==> config.mk <==
export PLATFORM = sky130hd
export DESIGN_NAME = positional_list_store_flat
export DESIGN_NICKNAME = d
export VERILOG_FILES = /design/src/hdl/plc_pkg.sv /design/src/hdl/plc_req_if.sv /design/src/hdl/plc_rsp_if.sv /design/src/hdl/plc_cell.sv /design/src/hdl/positional_list_store.sv /design/src/flat_wrapper.sv
export SDC_FILE = /design/constraint.sdc
export NUM_CORES = 1
export LEC_CHECK = 0
export BUFFER_PORTS_ARGS = -buffer_cell sky130_fd_sc_hd__buf_2
export CORE_MARGIN = 1.5
export CORE_UTILIZATION = 55
export CTS_BUF_LIST = sky130_fd_sc_hd__clkbuf_4
export CTS_CLUSTER_SIZE = 28
export DETAILED_ROUTE_END_ITERATION = 6
export PLACE_DENSITY = 0.82
export SKIP_LAST_GASP = 1
export SLEW_MARGIN = 10
export SYNTH_ARGS = -nofsm -noshare
export SYNTH_HDL_FRONTEND = slang
export SYNTH_SLANG_ARGS = --single-unit
export TNS_END_PERCENT = 5
==> constraint.sdc <==
create_clock -name clk -period 16.4 [get_ports clk]
set_input_delay 1.64 -clock clk [delete_from_list [all_inputs] [get_ports clk]]
set_output_delay 1.64 -clock clk [all_outputs]
set_load 0.005 [all_outputs]
==> src/hdl/plc_pkg.sv <==
// ---------------------------------------------------------------------------
// plc_pkg: shared types for the positional list store
// Request codes and the shift command that is broadcast along the cell row.
// ---------------------------------------------------------------------------
package plc_pkg;

	// request codes; code 3 has no meaning and is rejected
	typedef enum logic [1:0] {
		MODE_INSERT = 2'd0,
		MODE_REMOVE = 2'd1,
		MODE_READ   = 2'd2
	} plc_mode_t;

	// command seen by every cell in the same cycle
	typedef struct packed {
		logic       ins;   // insert accepted this cycle
		logic       rem;   // remove accepted this cycle
		logic [7:0] idx;   // 0-based target cell
	} plc_op_t;

endpackage

==> src/hdl/plc_req_if.sv <==
// ---------------------------------------------------------------------------
// plc_req_if: request channel
// Carries one request word: mode, 1-based position and payload.
// ---------------------------------------------------------------------------
interface plc_req_if;
	logic        valid;
	logic        ready;
	logic [1:0]  mode;
	logic [7:0]  position;
	logic [31:0] payload;

	modport source (output valid, output mode, output position, output payload, input ready);
	modport sink   (input valid, input mode, input position, input payload, output ready);
endinterface

==> src/hdl/plc_rsp_if.sv <==
// ---------------------------------------------------------------------------
// plc_rsp_if: result channel
// Carries one result word: ok flag, read data and the entry count.
// ---------------------------------------------------------------------------
interface plc_rsp_if #(
	parameter int CW = 5
);
	logic          valid;
	logic          ready;
	logic          ok;
	logic [31:0]   read_data;
	logic [CW-1:0] entry_count;

	modport source (output valid, output ok, output read_data, output entry_count, input ready);
	modport sink   (input valid, input ok, input read_data, input entry_count, output ready);
endinterface

==> src/hdl/plc_cell.sv <==
// ---------------------------------------------------------------------------
// plc_cell: one list entry
// Holds, loads the new word, takes its lower neighbour on insert or its
// upper neighbour on remove, according to its place relative to the target.
// ---------------------------------------------------------------------------
module plc_cell import plc_pkg::*; #(
	parameter int          W   = 32,
	parameter int unsigned IDX = 0
) (
	input  logic         clk,
	input  plc_op_t      op,
	input  logic [W-1:0] word,
	input  logic [W-1:0] lower,
	input  logic [W-1:0] upper,
	output logic [W-1:0] entry_q
);

	localparam logic [7:0] MY_IDX = 8'(IDX);

	// shift, load or hold
	always_ff @(posedge clk) begin
		if (op.ins) begin
			if (op.idx == MY_IDX) begin
				entry_q <= word;
			end else if (op.idx < MY_IDX) begin
				entry_q <= lower;
			end
		end else if (op.rem) begin
			if (op.idx <= MY_IDX) begin
				entry_q <= upper;
			end
		end
	end

endmodule

==> src/hdl/positional_list_store.sv <==
// ---------------------------------------------------------------------------
// positional_list_store: ordered list addressed by 1-based position
// A row of entry cells with a shared insert/remove command and a result
// register.
// ---------------------------------------------------------------------------
// Usage
//   req carries mode (insert, remove, read), position and payload; rsp gives
//   one word per request: ok, read_data and entry_count after the request.
//   Insert takes positions 1 to count+1 and is refused when the list is full;
//   remove and read take positions 1 to count. A refused request changes
//   nothing, answers ok low and read_data zero.
//   The result is registered at the edge that takes the request, and all
//   cells shift or load at that same edge.
//   Throughput, set by the single result register, is one request per cycle
//   unless rsp stalls; each cell moves one word to its neighbour per cycle.
//   If rsp stalls, the result waits in its register and req.ready stays low
//   until it is taken; a request arriving with the stall cleared is taken in
//   the same cycle.
//   Reset empties the list (count zero, no result pending); entry contents
//   are not cleared and are never read before being written.
// ---------------------------------------------------------------------------
module positional_list_store import plc_pkg::*; #(
	parameter int DEPTH     = 16,
	parameter int ITEM_BITS = 32
) (
	input  logic      clk,
	input  logic      arst_n,
	plc_req_if.sink   req,
	plc_rsp_if.source rsp
);

	localparam int CW = $clog2(DEPTH + 1);
	localparam int IW = (DEPTH > 1) ? $clog2(DEPTH) : 1;

	logic [CW-1:0]        count_q;
	logic [ITEM_BITS-1:0] cell_q [DEPTH];
	logic [ITEM_BITS-1:0] word;
	logic [ITEM_BITS-1:0] sel_entry;
	logic [31:0]          sel_data;
	logic [8:0]           pos9;
	logic [8:0]           cnt9;
	logic [7:0]           idx;
	logic                 accept;
	logic                 ok_c;
	logic                 is_ins;
	logic                 is_rem;
	logic                 is_read;
	plc_op_t              op;

	logic                 rsp_valid_q;
	logic                 rsp_ok_q;
	logic [31:0]          rsp_data_q;
	logic [CW-1:0]        rsp_count_q;

	// handshake
	assign req.ready = !rsp_valid_q || rsp.ready;
	assign accept    = req.valid && req.ready;

	// request decode and range checks
	assign pos9 = {1'b0, req.position};
	assign cnt9 = 9'(count_q);
	assign idx  = req.position - 8'd1;

	always_comb begin
		is_ins  = 1'b0;
		is_rem  = 1'b0;
		is_read = 1'b0;
		ok_c    = 1'b0;
		unique case (req.mode)
			MODE_INSERT: begin
				is_ins = 1'b1;
				ok_c   = (count_q < CW'(DEPTH)) && (req.position != 8'd0)
				         && (pos9 <= cnt9 + 9'd1);
			end
			MODE_REMOVE: begin
				is_rem = 1'b1;
				ok_c   = (req.position != 8'd0) && (pos9 <= cnt9);
			end
			MODE_READ: begin
				is_read = 1'b1;
				ok_c    = (req.position != 8'd0) && (pos9 <= cnt9);
			end
			default: begin
				ok_c = 1'b0;
			end
		endcase
	end

	assign op.ins = accept && is_ins && ok_c;
	assign op.rem = accept && is_rem && ok_c;
	assign op.idx = idx;

	// payload fitted to the entry width
	for (genvar b = 0; b < ITEM_BITS; b++) begin : g_word
		if (b < 32) begin : g_in
			assign word[b] = req.payload[b];
		end else begin : g_pad
			assign word[b] = 1'b0;
		end
	end

	// row of cells
	for (genvar i = 0; i < DEPTH; i++) begin : g_cell
		logic [ITEM_BITS-1:0] lower;
		logic [ITEM_BITS-1:0] upper;
		if (i == 0) begin : g_first
			assign lower = word;
		end else begin : g_mid_lo
			assign lower = cell_q[i-1];
		end
		if (i == DEPTH - 1) begin : g_last
			assign upper = cell_q[i];
		end else begin : g_mid_hi
			assign upper = cell_q[i+1];
		end
		plc_cell #(
			.W   (ITEM_BITS),
			.IDX (i)
		) u_cell (
			.clk     (clk),
			.op      (op),
			.word    (word),
			.lower   (lower),
			.upper   (upper),
			.entry_q (cell_q[i])
		);
	end

	// read selection, only used when the position is in range
	assign sel_entry = cell_q[idx[IW-1:0]];

	for (genvar b = 0; b < 32; b++) begin : g_rd
		if (b < ITEM_BITS) begin : g_bit
			assign sel_data[b] = sel_entry[b];
		end else begin : g_zero
			assign sel_data[b] = 1'b0;
		end
	end

	// entry count
	always_ff @(posedge clk or negedge arst_n) begin
		if (!arst_n) begin
			count_q <= '0;
		end else if (op.ins) begin
			count_q <= count_q + CW'(1);
		end else if (op.rem) begin
			count_q <= count_q - CW'(1);
		end
	end

	// result register
	always_ff @(posedge clk or negedge arst_n) begin
		if (!arst_n) begin
			rsp_valid_q <= 1'b0;
		end else if (accept) begin
			rsp_valid_q <= 1'b1;
		end else if (rsp.ready) begin
			rsp_valid_q <= 1'b0;
		end
	end

	always_ff @(posedge clk) begin
		if (accept) begin
			rsp_ok_q    <= ok_c;
			rsp_data_q  <= (is_read && ok_c) ? sel_data : 32'd0;
			rsp_count_q <= op.ins ? count_q + CW'(1)
			             : op.rem ? count_q - CW'(1) : count_q;
		end
	end

	assign rsp.valid       = rsp_valid_q;
	assign rsp.ok          = rsp_ok_q;
	assign rsp.read_data   = rsp_data_q;
	assign rsp.entry_count = rsp_count_q;

`ifndef SYNTH
	a_count_bound: assert property (@(posedge clk) disable iff (!arst_n)
		count_q <= CW'(DEPTH))
		else $error("entry count above depth");

	a_insert_grows: assert property (@(posedge clk) disable iff (!arst_n)
		op.ins |=> count_q == $past(count_q) + CW'(1))
		else $error("insert did not grow the list");

	a_reject_holds: assert property (@(posedge clk) disable iff (!arst_n)
		(accept && !ok_c) |=> $stable(count_q))
		else $error("refused request changed the count");

	a_count_reported: assert property (@(posedge clk) disable iff (!arst_n)
		accept |=> rsp_count_q == count_q)
		else $error("reported count differs from list count");

	a_reject_zero: assert property (@(posedge clk) disable iff (!arst_n)
		(rsp_valid_q && !rsp_ok_q) |-> rsp_data_q == 32'd0)
		else $error("refused request returned data");
`endif

endmodule

==> src/flat_wrapper.sv <==
// flat-port wrapper written by rule: the top's interface ports become plain ports
module positional_list_store_flat import plc_pkg::*;
#(
	parameter int DEPTH     = 16,
	parameter int ITEM_BITS = 32
)
  (clk, arst_n, req_valid, req_mode, req_position, req_payload, req_ready, rsp_valid, rsp_ok, rsp_read_data, rsp_entry_count, rsp_ready);
  plc_req_if req_i ();
  plc_rsp_if #(.CW(5)) rsp_i ();
  input  logic clk;
  input  logic arst_n;
  input wire logic [$bits(req_i.valid)-1:0] req_valid;
  input wire logic [$bits(req_i.mode)-1:0] req_mode;
  input wire logic [$bits(req_i.position)-1:0] req_position;
  input wire logic [$bits(req_i.payload)-1:0] req_payload;
  output wire logic [$bits(req_i.ready)-1:0] req_ready;
  output wire logic [$bits(rsp_i.valid)-1:0] rsp_valid;
  output wire logic [$bits(rsp_i.ok)-1:0] rsp_ok;
  output wire logic [$bits(rsp_i.read_data)-1:0] rsp_read_data;
  output wire logic [$bits(rsp_i.entry_count)-1:0] rsp_entry_count;
  input wire logic [$bits(rsp_i.ready)-1:0] rsp_ready;
  assign req_i.valid = req_valid;
  assign req_i.mode = req_mode;
  assign req_i.position = req_position;
  assign req_i.payload = req_payload;
  assign req_ready = req_i.ready;
  assign rsp_valid = rsp_i.valid;
  assign rsp_ok = rsp_i.ok;
  assign rsp_read_data = rsp_i.read_data;
  assign rsp_entry_count = rsp_i.entry_count;
  assign rsp_i.ready = rsp_ready;
  positional_list_store #(.DEPTH(DEPTH), .ITEM_BITS(ITEM_BITS)) u_core (.clk(clk), .arst_n(arst_n), .req(req_i), .rsp(rsp_i));
endmodule
# [After elaboration in Yosys (flattened, before gate mapping)]
# Cells that the tools add are included.
[totals] wordCells=230 output_inout_bits=40 input_bits=46 reg_bits=556
[op_classes] n_reduce_logical=49 addsub=4 bitwise_logic=1 eq_ne=32 magnitude_cmp=35 muxes=88
[op_table] operator="32-bit two-way mux" n=79
[op_table] operator="32-bit binary-select mux with 4-bit select" n=1
[op_table] operator="8-bit by 4-bit equality test with 1-bit output, second input constant" n=8
[op_table] operator="8-bit by 4-bit < comparator with 1-bit output, second input constant" n=8
[op_table] operator="8-bit by 4-bit less-or-equal comparator with 1-bit output, second input constant" n=7
[op_table] operator="3-bit != test, second input constant" n=15
[op_table] operator="3-bit AND reduction" n=15
[op_table] operator="2-bit nonzero test" n=18
[op_table] operator="8-bit by 3-bit equality test with 1-bit output, second input constant" n=4
[op_table] operator="8-bit by 3-bit less-or-equal comparator with 1-bit output, second input constant" n=4
[op_table] operator="8-bit by 3-bit < comparator with 1-bit output, second input constant" n=4
[op_table] operator="8-bit by 2-bit equality test with 1-bit output, second input constant" n=2
[op_table] operator="8-bit by 1-bit less-or-equal comparator with 1-bit output, second input constant" n=2
[op_table] operator="8-bit by 2-bit less-or-equal comparator with 1-bit output, second input constant" n=2
[op_table] operator="8-bit by 1-bit < comparator with 1-bit output, second input constant" n=2
[op_table] operator="8-bit by 2-bit < comparator with 1-bit output, second input constant" n=2
[op_table] operator="5-bit two-way mux" n=2
[op_table] operator="8-bit by 9-bit less-or-equal comparator with 1-bit output" n=1
[op_table] operator="1-bit logical AND" n=9
[op_table] operator="8-bit by 1-bit equality test with 1-bit output, second input constant" n=1
[op_table] operator="8-bit by 5-bit less-or-equal comparator with 1-bit output" n=1
[op_table] operator="8-bit logical NOT" n=1
[op_table] operator="8-bit nonzero test" n=1
[op_table] operator="8-bit by 1-bit subtractor with 8-bit output, second input constant" n=1
[op_table] operator="other kinds (15)" n=19

# [Depth between registers and ports, before layout]
[depth] word_depth=7 depth_mapped=14 ltp_nobuf=11

# [Cells and area by module]
# Synthesis repeated with hierarchy kept, for this count alone.
[unflattened] cells_unflattened=3244 area_unflattened_um2=34639.5
[modules_own_cells] module="positional_list_store" area_per_inst_um2=6093.3 instances=1 cells_each=380 seq_area_each_um2=1291.2
[modules_own_cells] module="plc_cell at u_core.g_cell[13].u_cell ..." area_per_inst_um2=1767.9 instances=2 cells_each=186 seq_area_each_um2=960.9
[modules_own_cells] module="plc_cell at u_core.g_cell[4].u_cell ..." area_per_inst_um2=1765.4 instances=2 cells_each=187 seq_area_each_um2=960.9
[modules_own_cells] module="plc_cell at u_core.g_cell[1].u_cell" area_per_inst_um2=1938.1 instances=1 cells_each=178 seq_area_each_um2=960.9
[modules_own_cells] module="plc_cell at u_core.g_cell[10].u_cell" area_per_inst_um2=1886.8 instances=1 cells_each=187 seq_area_each_um2=960.9
[modules_own_cells] module="plc_cell at u_core.g_cell[6].u_cell" area_per_inst_um2=1886.8 instances=1 cells_each=188 seq_area_each_um2=960.9
[modules_own_cells] module="plc_cell at u_core.g_cell[2].u_cell" area_per_inst_um2=1833.0 instances=1 cells_each=190 seq_area_each_um2=960.9
[modules_own_cells] module="plc_cell at u_core.g_cell[5].u_cell" area_per_inst_um2=1790.5 instances=1 cells_each=186 seq_area_each_um2=960.9
[modules_own_cells] module="plc_cell at u_core.g_cell[8].u_cell" area_per_inst_um2=1783.0 instances=1 cells_each=186 seq_area_each_um2=960.9
[modules_own_cells] module="plc_cell at u_core.g_cell[11].u_cell" area_per_inst_um2=1773.0 instances=1 cells_each=186 seq_area_each_um2=960.9
[modules_own_cells] module="plc_cell at u_core.g_cell[7].u_cell" area_per_inst_um2=1773.0 instances=1 cells_each=187 seq_area_each_um2=960.9
[modules_own_cells] module="plc_cell at u_core.g_cell[14].u_cell" area_per_inst_um2=1771.7 instances=1 cells_each=186 seq_area_each_um2=960.9
[modules_own_cells] module="plc_cell at u_core.g_cell[12].u_cell" area_per_inst_um2=1770.4 instances=1 cells_each=187 seq_area_each_um2=960.9
[modules_own_cells] module="plc_cell at u_core.g_cell[15].u_cell" area_per_inst_um2=1749.2 instances=1 cells_each=186 seq_area_each_um2=960.9
[modules_own_cells] module="plc_cell at u_core.g_cell[0].u_cell" area_per_inst_um2=1524.0 instances=1 cells_each=71 seq_area_each_um2=960.9

# [Worst setup path after synthesis]
# No wires, ideal clock.
[synth_path] path_kind="input to register" from="input port rsp_ready" to="register u_core.g_cell[10].u_cell.entry_q[0], enable pin" setup_time_ps=474 path_buffers=1 setup_slack_ps=9904 t_required_ps=15926 cell_stages=8 arrival_time_ps=6021 cell_sequence="nand2b_1 -> and2_1 -> nand2_1 -> nor2_1 -> o21a_1 -> clkbuf_1 -> o21ai_1 -> a221oi_1"
[synth_between] elab_chain_len=6 word_cells_on_any_way=10 classes_between="1 x eq/ne; 9 x reduce/logical"
[synth_lines] item="start: declaration" line="flat_wrapper.sv:21" text="input wire logic [$bits(rsp_i.ready)-1:0] rsp_ready;"
[synth_lines] item="1-bit logical OR *" line="positional_list_store.sv:56" text="assign req.ready = !rsp_valid_q || rsp.ready;"
[synth_lines] item="1-bit logical AND *" line="positional_list_store.sv:57" text="assign accept = req.valid && req.ready;"
[synth_lines] item="net u_core.accept" line="positional_list_store.sv:43" text="logic accept;"
[synth_lines] item="1-bit logical AND (on tied branches) (2 in series)" line="positional_list_store.sv:89, positional_list_store.sv:90"
[synth_lines] item="3-bit != test (no source line) / 2-bit nonzero test (equally long branches)"
[synth_lines] item="3-bit AND reduction (no source line) *"
[synth_lines] item="end signal: assignment" line="plc_cell.sv:24" text="entry_q <= word;"
[synth_lines] item="end signal: assignment" line="plc_cell.sv:26" text="entry_q <= lower;"
[synth_lines] item="end signal: assignment" line="plc_cell.sv:30" text="entry_q <= upper;"
[synth_lines] item="end: declaration" line="plc_cell.sv:15" text="output logic [W-1:0] entry_q"
# Mark *: on every way through the listed nets, which the timed path passes. The rest lies on a longest branch.
# A chain may end at the register's enable or synchronous reset.

# [Worst setup path after layout]
[layout_path] from="input port req_position[0]" to="register u_core.g_cell[1].u_cell.entry_q[18] (data pin)"
[layout_between] elab_chain_len=6 word_cells_on_any_way=12 classes_between="1 x add/sub; 2 x order compare; 1 x eq/ne; 3 x mux; 5 x reduce/logical"
[layout_lines] item="start: declaration" line="flat_wrapper.sv:14" text="input wire logic [$bits(req_i.position)-1:0] req_position;"
[layout_lines] item="parallel branches: the longest is 5 deep, another holds 8-bit by 1-bit subtractor with 8-bit output"
[layout_lines] item="32-bit two-way mux *" line="plc_cell.sv:22" text="if (op.ins) begin"
[layout_lines] item="end signal: assignment" line="plc_cell.sv:24"
[layout_lines] item="end signal: assignment" line="plc_cell.sv:26"
[layout_lines] item="end signal: assignment" line="plc_cell.sv:30"
[layout_lines] item="end: declaration" line="plc_cell.sv:15"
# Mark *: on every way between the ends.

==> impl_metrics.json <==
{
  "status": "finished clean",
  "coreArea_um2": 56800,
  "grt_overflow_total": 0,
  "detail_route.wl_per_cell_um": 25.0,
  "ctsRootBufferMaster": "clkbuf_4",
  "async_reset_ff_share_pct": 1.08,
  "area_growth_pct": 8.77,
  "drv_slew": 0,
  "layout_common_cells": "nand2_1 (555), edfxtp_1 (550), o21ai_1 (450)",
  "synth_seq_cells": 556,
  "clkTransAtPathRegs_ns": 0.06,
  "grt_max_degree": 300,
  "min_path_type": "input port to async pin",
  "initial_core_util_pct": 56.0,
  "fin_util_pct": 60.9,
  "cp-end-kind": "register",
  "routedLengthMet1_um": 32800,
  "fp.dieW_um": 244,
  "final_antenna_net_count": 0,
  "port_buffers": 85,
  "synth_area_um2": 31800,
  "worst_hold_slack_ns": 0.424,
  "gr-usage-all-layers_pct": 30.0,
  "post_cts_buffers": 0,
  "synth_edf_count": 550,
  "firstDrtPassIters": 6,
  "max_clock_freq_ghz": 0.167,
  "setup_viol": 0,
  "ir_drop_mv": 0.0572,
  "num_vias": 23200,
  "p_leak_nw": 12.5,
  "synth-warning-count": 0,
  "dieArea_um2": 59300,
  "drt-total-wl_um": 88100,
  "synth_seq_area_share_pct": 52.4,
  "grt_pass1_wl_um": 135000,
  "grt_pass1_vias": 23100,
  "synth_top_area_share_pct": 51.9,
  "hold_viol": 0,
  "slew_headroom_pct": 8.27,
  "power_density_nw_per_um2": 86.2,
  "dr_wl_met2_um": 41500,
  "place_congestion": 0.881,
  "clock_latency_ns": 1.04,
  "setup.worst_path.start_class": "input port",
  "synthFlopType": "edfxtp_1",
  "required_ns": 17.13,
  "arrival_ns": 6.70,
  "skew_ns": 0.0520,
  "wl_met3_um": 10300,
  "crit_type": "input port to register",
  "synthTopCellsByArea": "edfxtp_1 (52%), mux2i_1 (14%), mux4_2 (11%), o21ai_1 (7.1%), nand2_1 (6.5%)",
  "dieHeight_um": 244,
  "syn_nets": 2702,
  "min_period_ns": 5.97,
  "vias_per_cell": 6.57,
  "fin_tns_setup_ns": 0,
  "holdBufCountCts": 0,
  "cts_buffers": 145,
  "synthDistinctLibCells": 60,
  "max_cap_viol_count": 0,
  "tightest_slew_ns": 1.37,
  "cts_resized": 0,
  "initialDrtViolationCount": 3466,
  "fin_nets": 2740,
  "synth_largest_area_cell": "edfxtp_1",
  "grt_antenna_before_repair": 9,
  "drc": 0,
  "drive_above_1_share_pct": 20.0,
  "routed.top_layer": "met5",
  "tritoncts": "built",
  "period_share_pct": 36.4,
  "rsz0062_at_grt": "false",
  "fin_total_pwr_mw": 2.98,
  "row_count": 87,
  "htree_levels": 4,
  "dp_hpwl_um": 49400,
  "io_pins": 86,
  "clk_path_buf_depth": 3,
  "avgSynthCellArea_um2": 12.1,
  "crit_path_max_fanout": 275,
  "netlist_instances": 2633,
  "final_common_cell": "nand2_1",
  "cts_sinks": 556
}
-- cell families after synthesis --
group	synth area share (%)
adders and majority gates	0.904
muxes	26.6
and+or+nand+nor	8.70
buffers and inverters	3.29
DFF	52.4
xor gates and xnor gates	0.220
AOI/OAI and AO/OA	7.96
-- where the power goes --
group          switching, mW  leakage [nW]  internal, mW
combinational          0.130          6.39        0.0954
sequential           0.00600          5.03          1.55
clock                  0.587          1.05         0.618
-- stage by stage --
| stage | std cells | cell area, um2 | worst slack, ns |
|---|---|---|---|
| after floorplan | 2633 | 31800 | 9.90 |
| after global placement | 3280 | 32900 | 9.58 |
| after detailed placement | 3280 | 32900 | 9.44 |
| after CTS | 3516 | 34600 | 10.52 |
| after global routing | 3520 | 34600 | 9.95 |
| final | 3524 | 34600 | 10.43 |
-- registers in the layout, indices dropped and copies added, names as in the netlist --
| register | flops |
|---|---|
| u_core.count_q | 5 |
| u_core.rsp.ok | 1 |
| u_core.rsp.entry_count | 5 |
| u_core.g_cell.u_cell.entry_q | 512 |
| u_core.rsp.valid | 1 |
| u_core.rsp.read_data | 32 |
-- layout make-up --
cell class | instances | area, um2
well taps | 756 | 946
repair buffers | 130 | 802
inverters | 14 | 52.6
flip-flops and latches | 556 | 16700
clock inverters | 23 | 139
multi-input cells | 1824 | 14400
clock buffers | 213 | 1600
fillers | 4260 | 22200
diodes | 8 | 20.0
-- synthesized netlist by cell type (all sizes together) (13+ instances only) --
| library cell | count |
|---|---|
| nand2 | 555 |
| mux2i | 449 |
| o21ai | 454 |
| mux2 | 32 |
| buf | 79 |
| mux4 | 160 |
| edfxtp | 550 |
| nor2 | 27 |
| inv | 13 |
| ha | 23 |
| clkbuf | 160 |
| and3 | 35 |
-- final timing paths --
| path | cells past startpoint | start | slack [ns] | end |
|---|---|---|---|---|
| max reg2reg | 11 | u_core.count_q[0]$_DFF_PN0_ | 10.75 | u_core.g_cell[10].u_cell.entry_q[22]$_DFFE_PP_ |
| max | 11 | req_position[0] | 10.43 | u_core.g_cell[1].u_cell.entry_q[18]$_DFFE_PP_ |
| min | 1 | arst_n | 0.42 | u_core.count_q[2]$_DFF_PN0_ |
| min in group clk | 2 | u_core.rsp.valid$_DFFE_PN0P_ | 0.54 | u_core.rsp.valid$_DFFE_PN0P_ |
| max in group asynchronous | 1 | arst_n | 15.80 | u_core.rsp.valid$_DFFE_PN0P_ |
| min reg2reg | 2 | u_core.rsp.valid$_DFFE_PN0P_ | 0.54 | u_core.rsp.valid$_DFFE_PN0P_ |
-- critical path, cell delays in order --
cell and delay (ns):
buf_8 0.47, inv_2 0.24, ha_1 0.37, and4b_1 0.19
a221o_1 0.36, and4_1 0.27, o21ai_4 0.16, buf_4 0.67
buf_12 0.79, buf_4 1.00, o21ai_1 0.20
-- per-layer routing --
layer,up-vias,track usage [%]
met5,-,0
met3,283,8.54
li1,10000,-
met4,6,13.4
met1,11300,39.3
met2,1528,46.9
No activity file was read; power rests on OpenSTA's default activity.
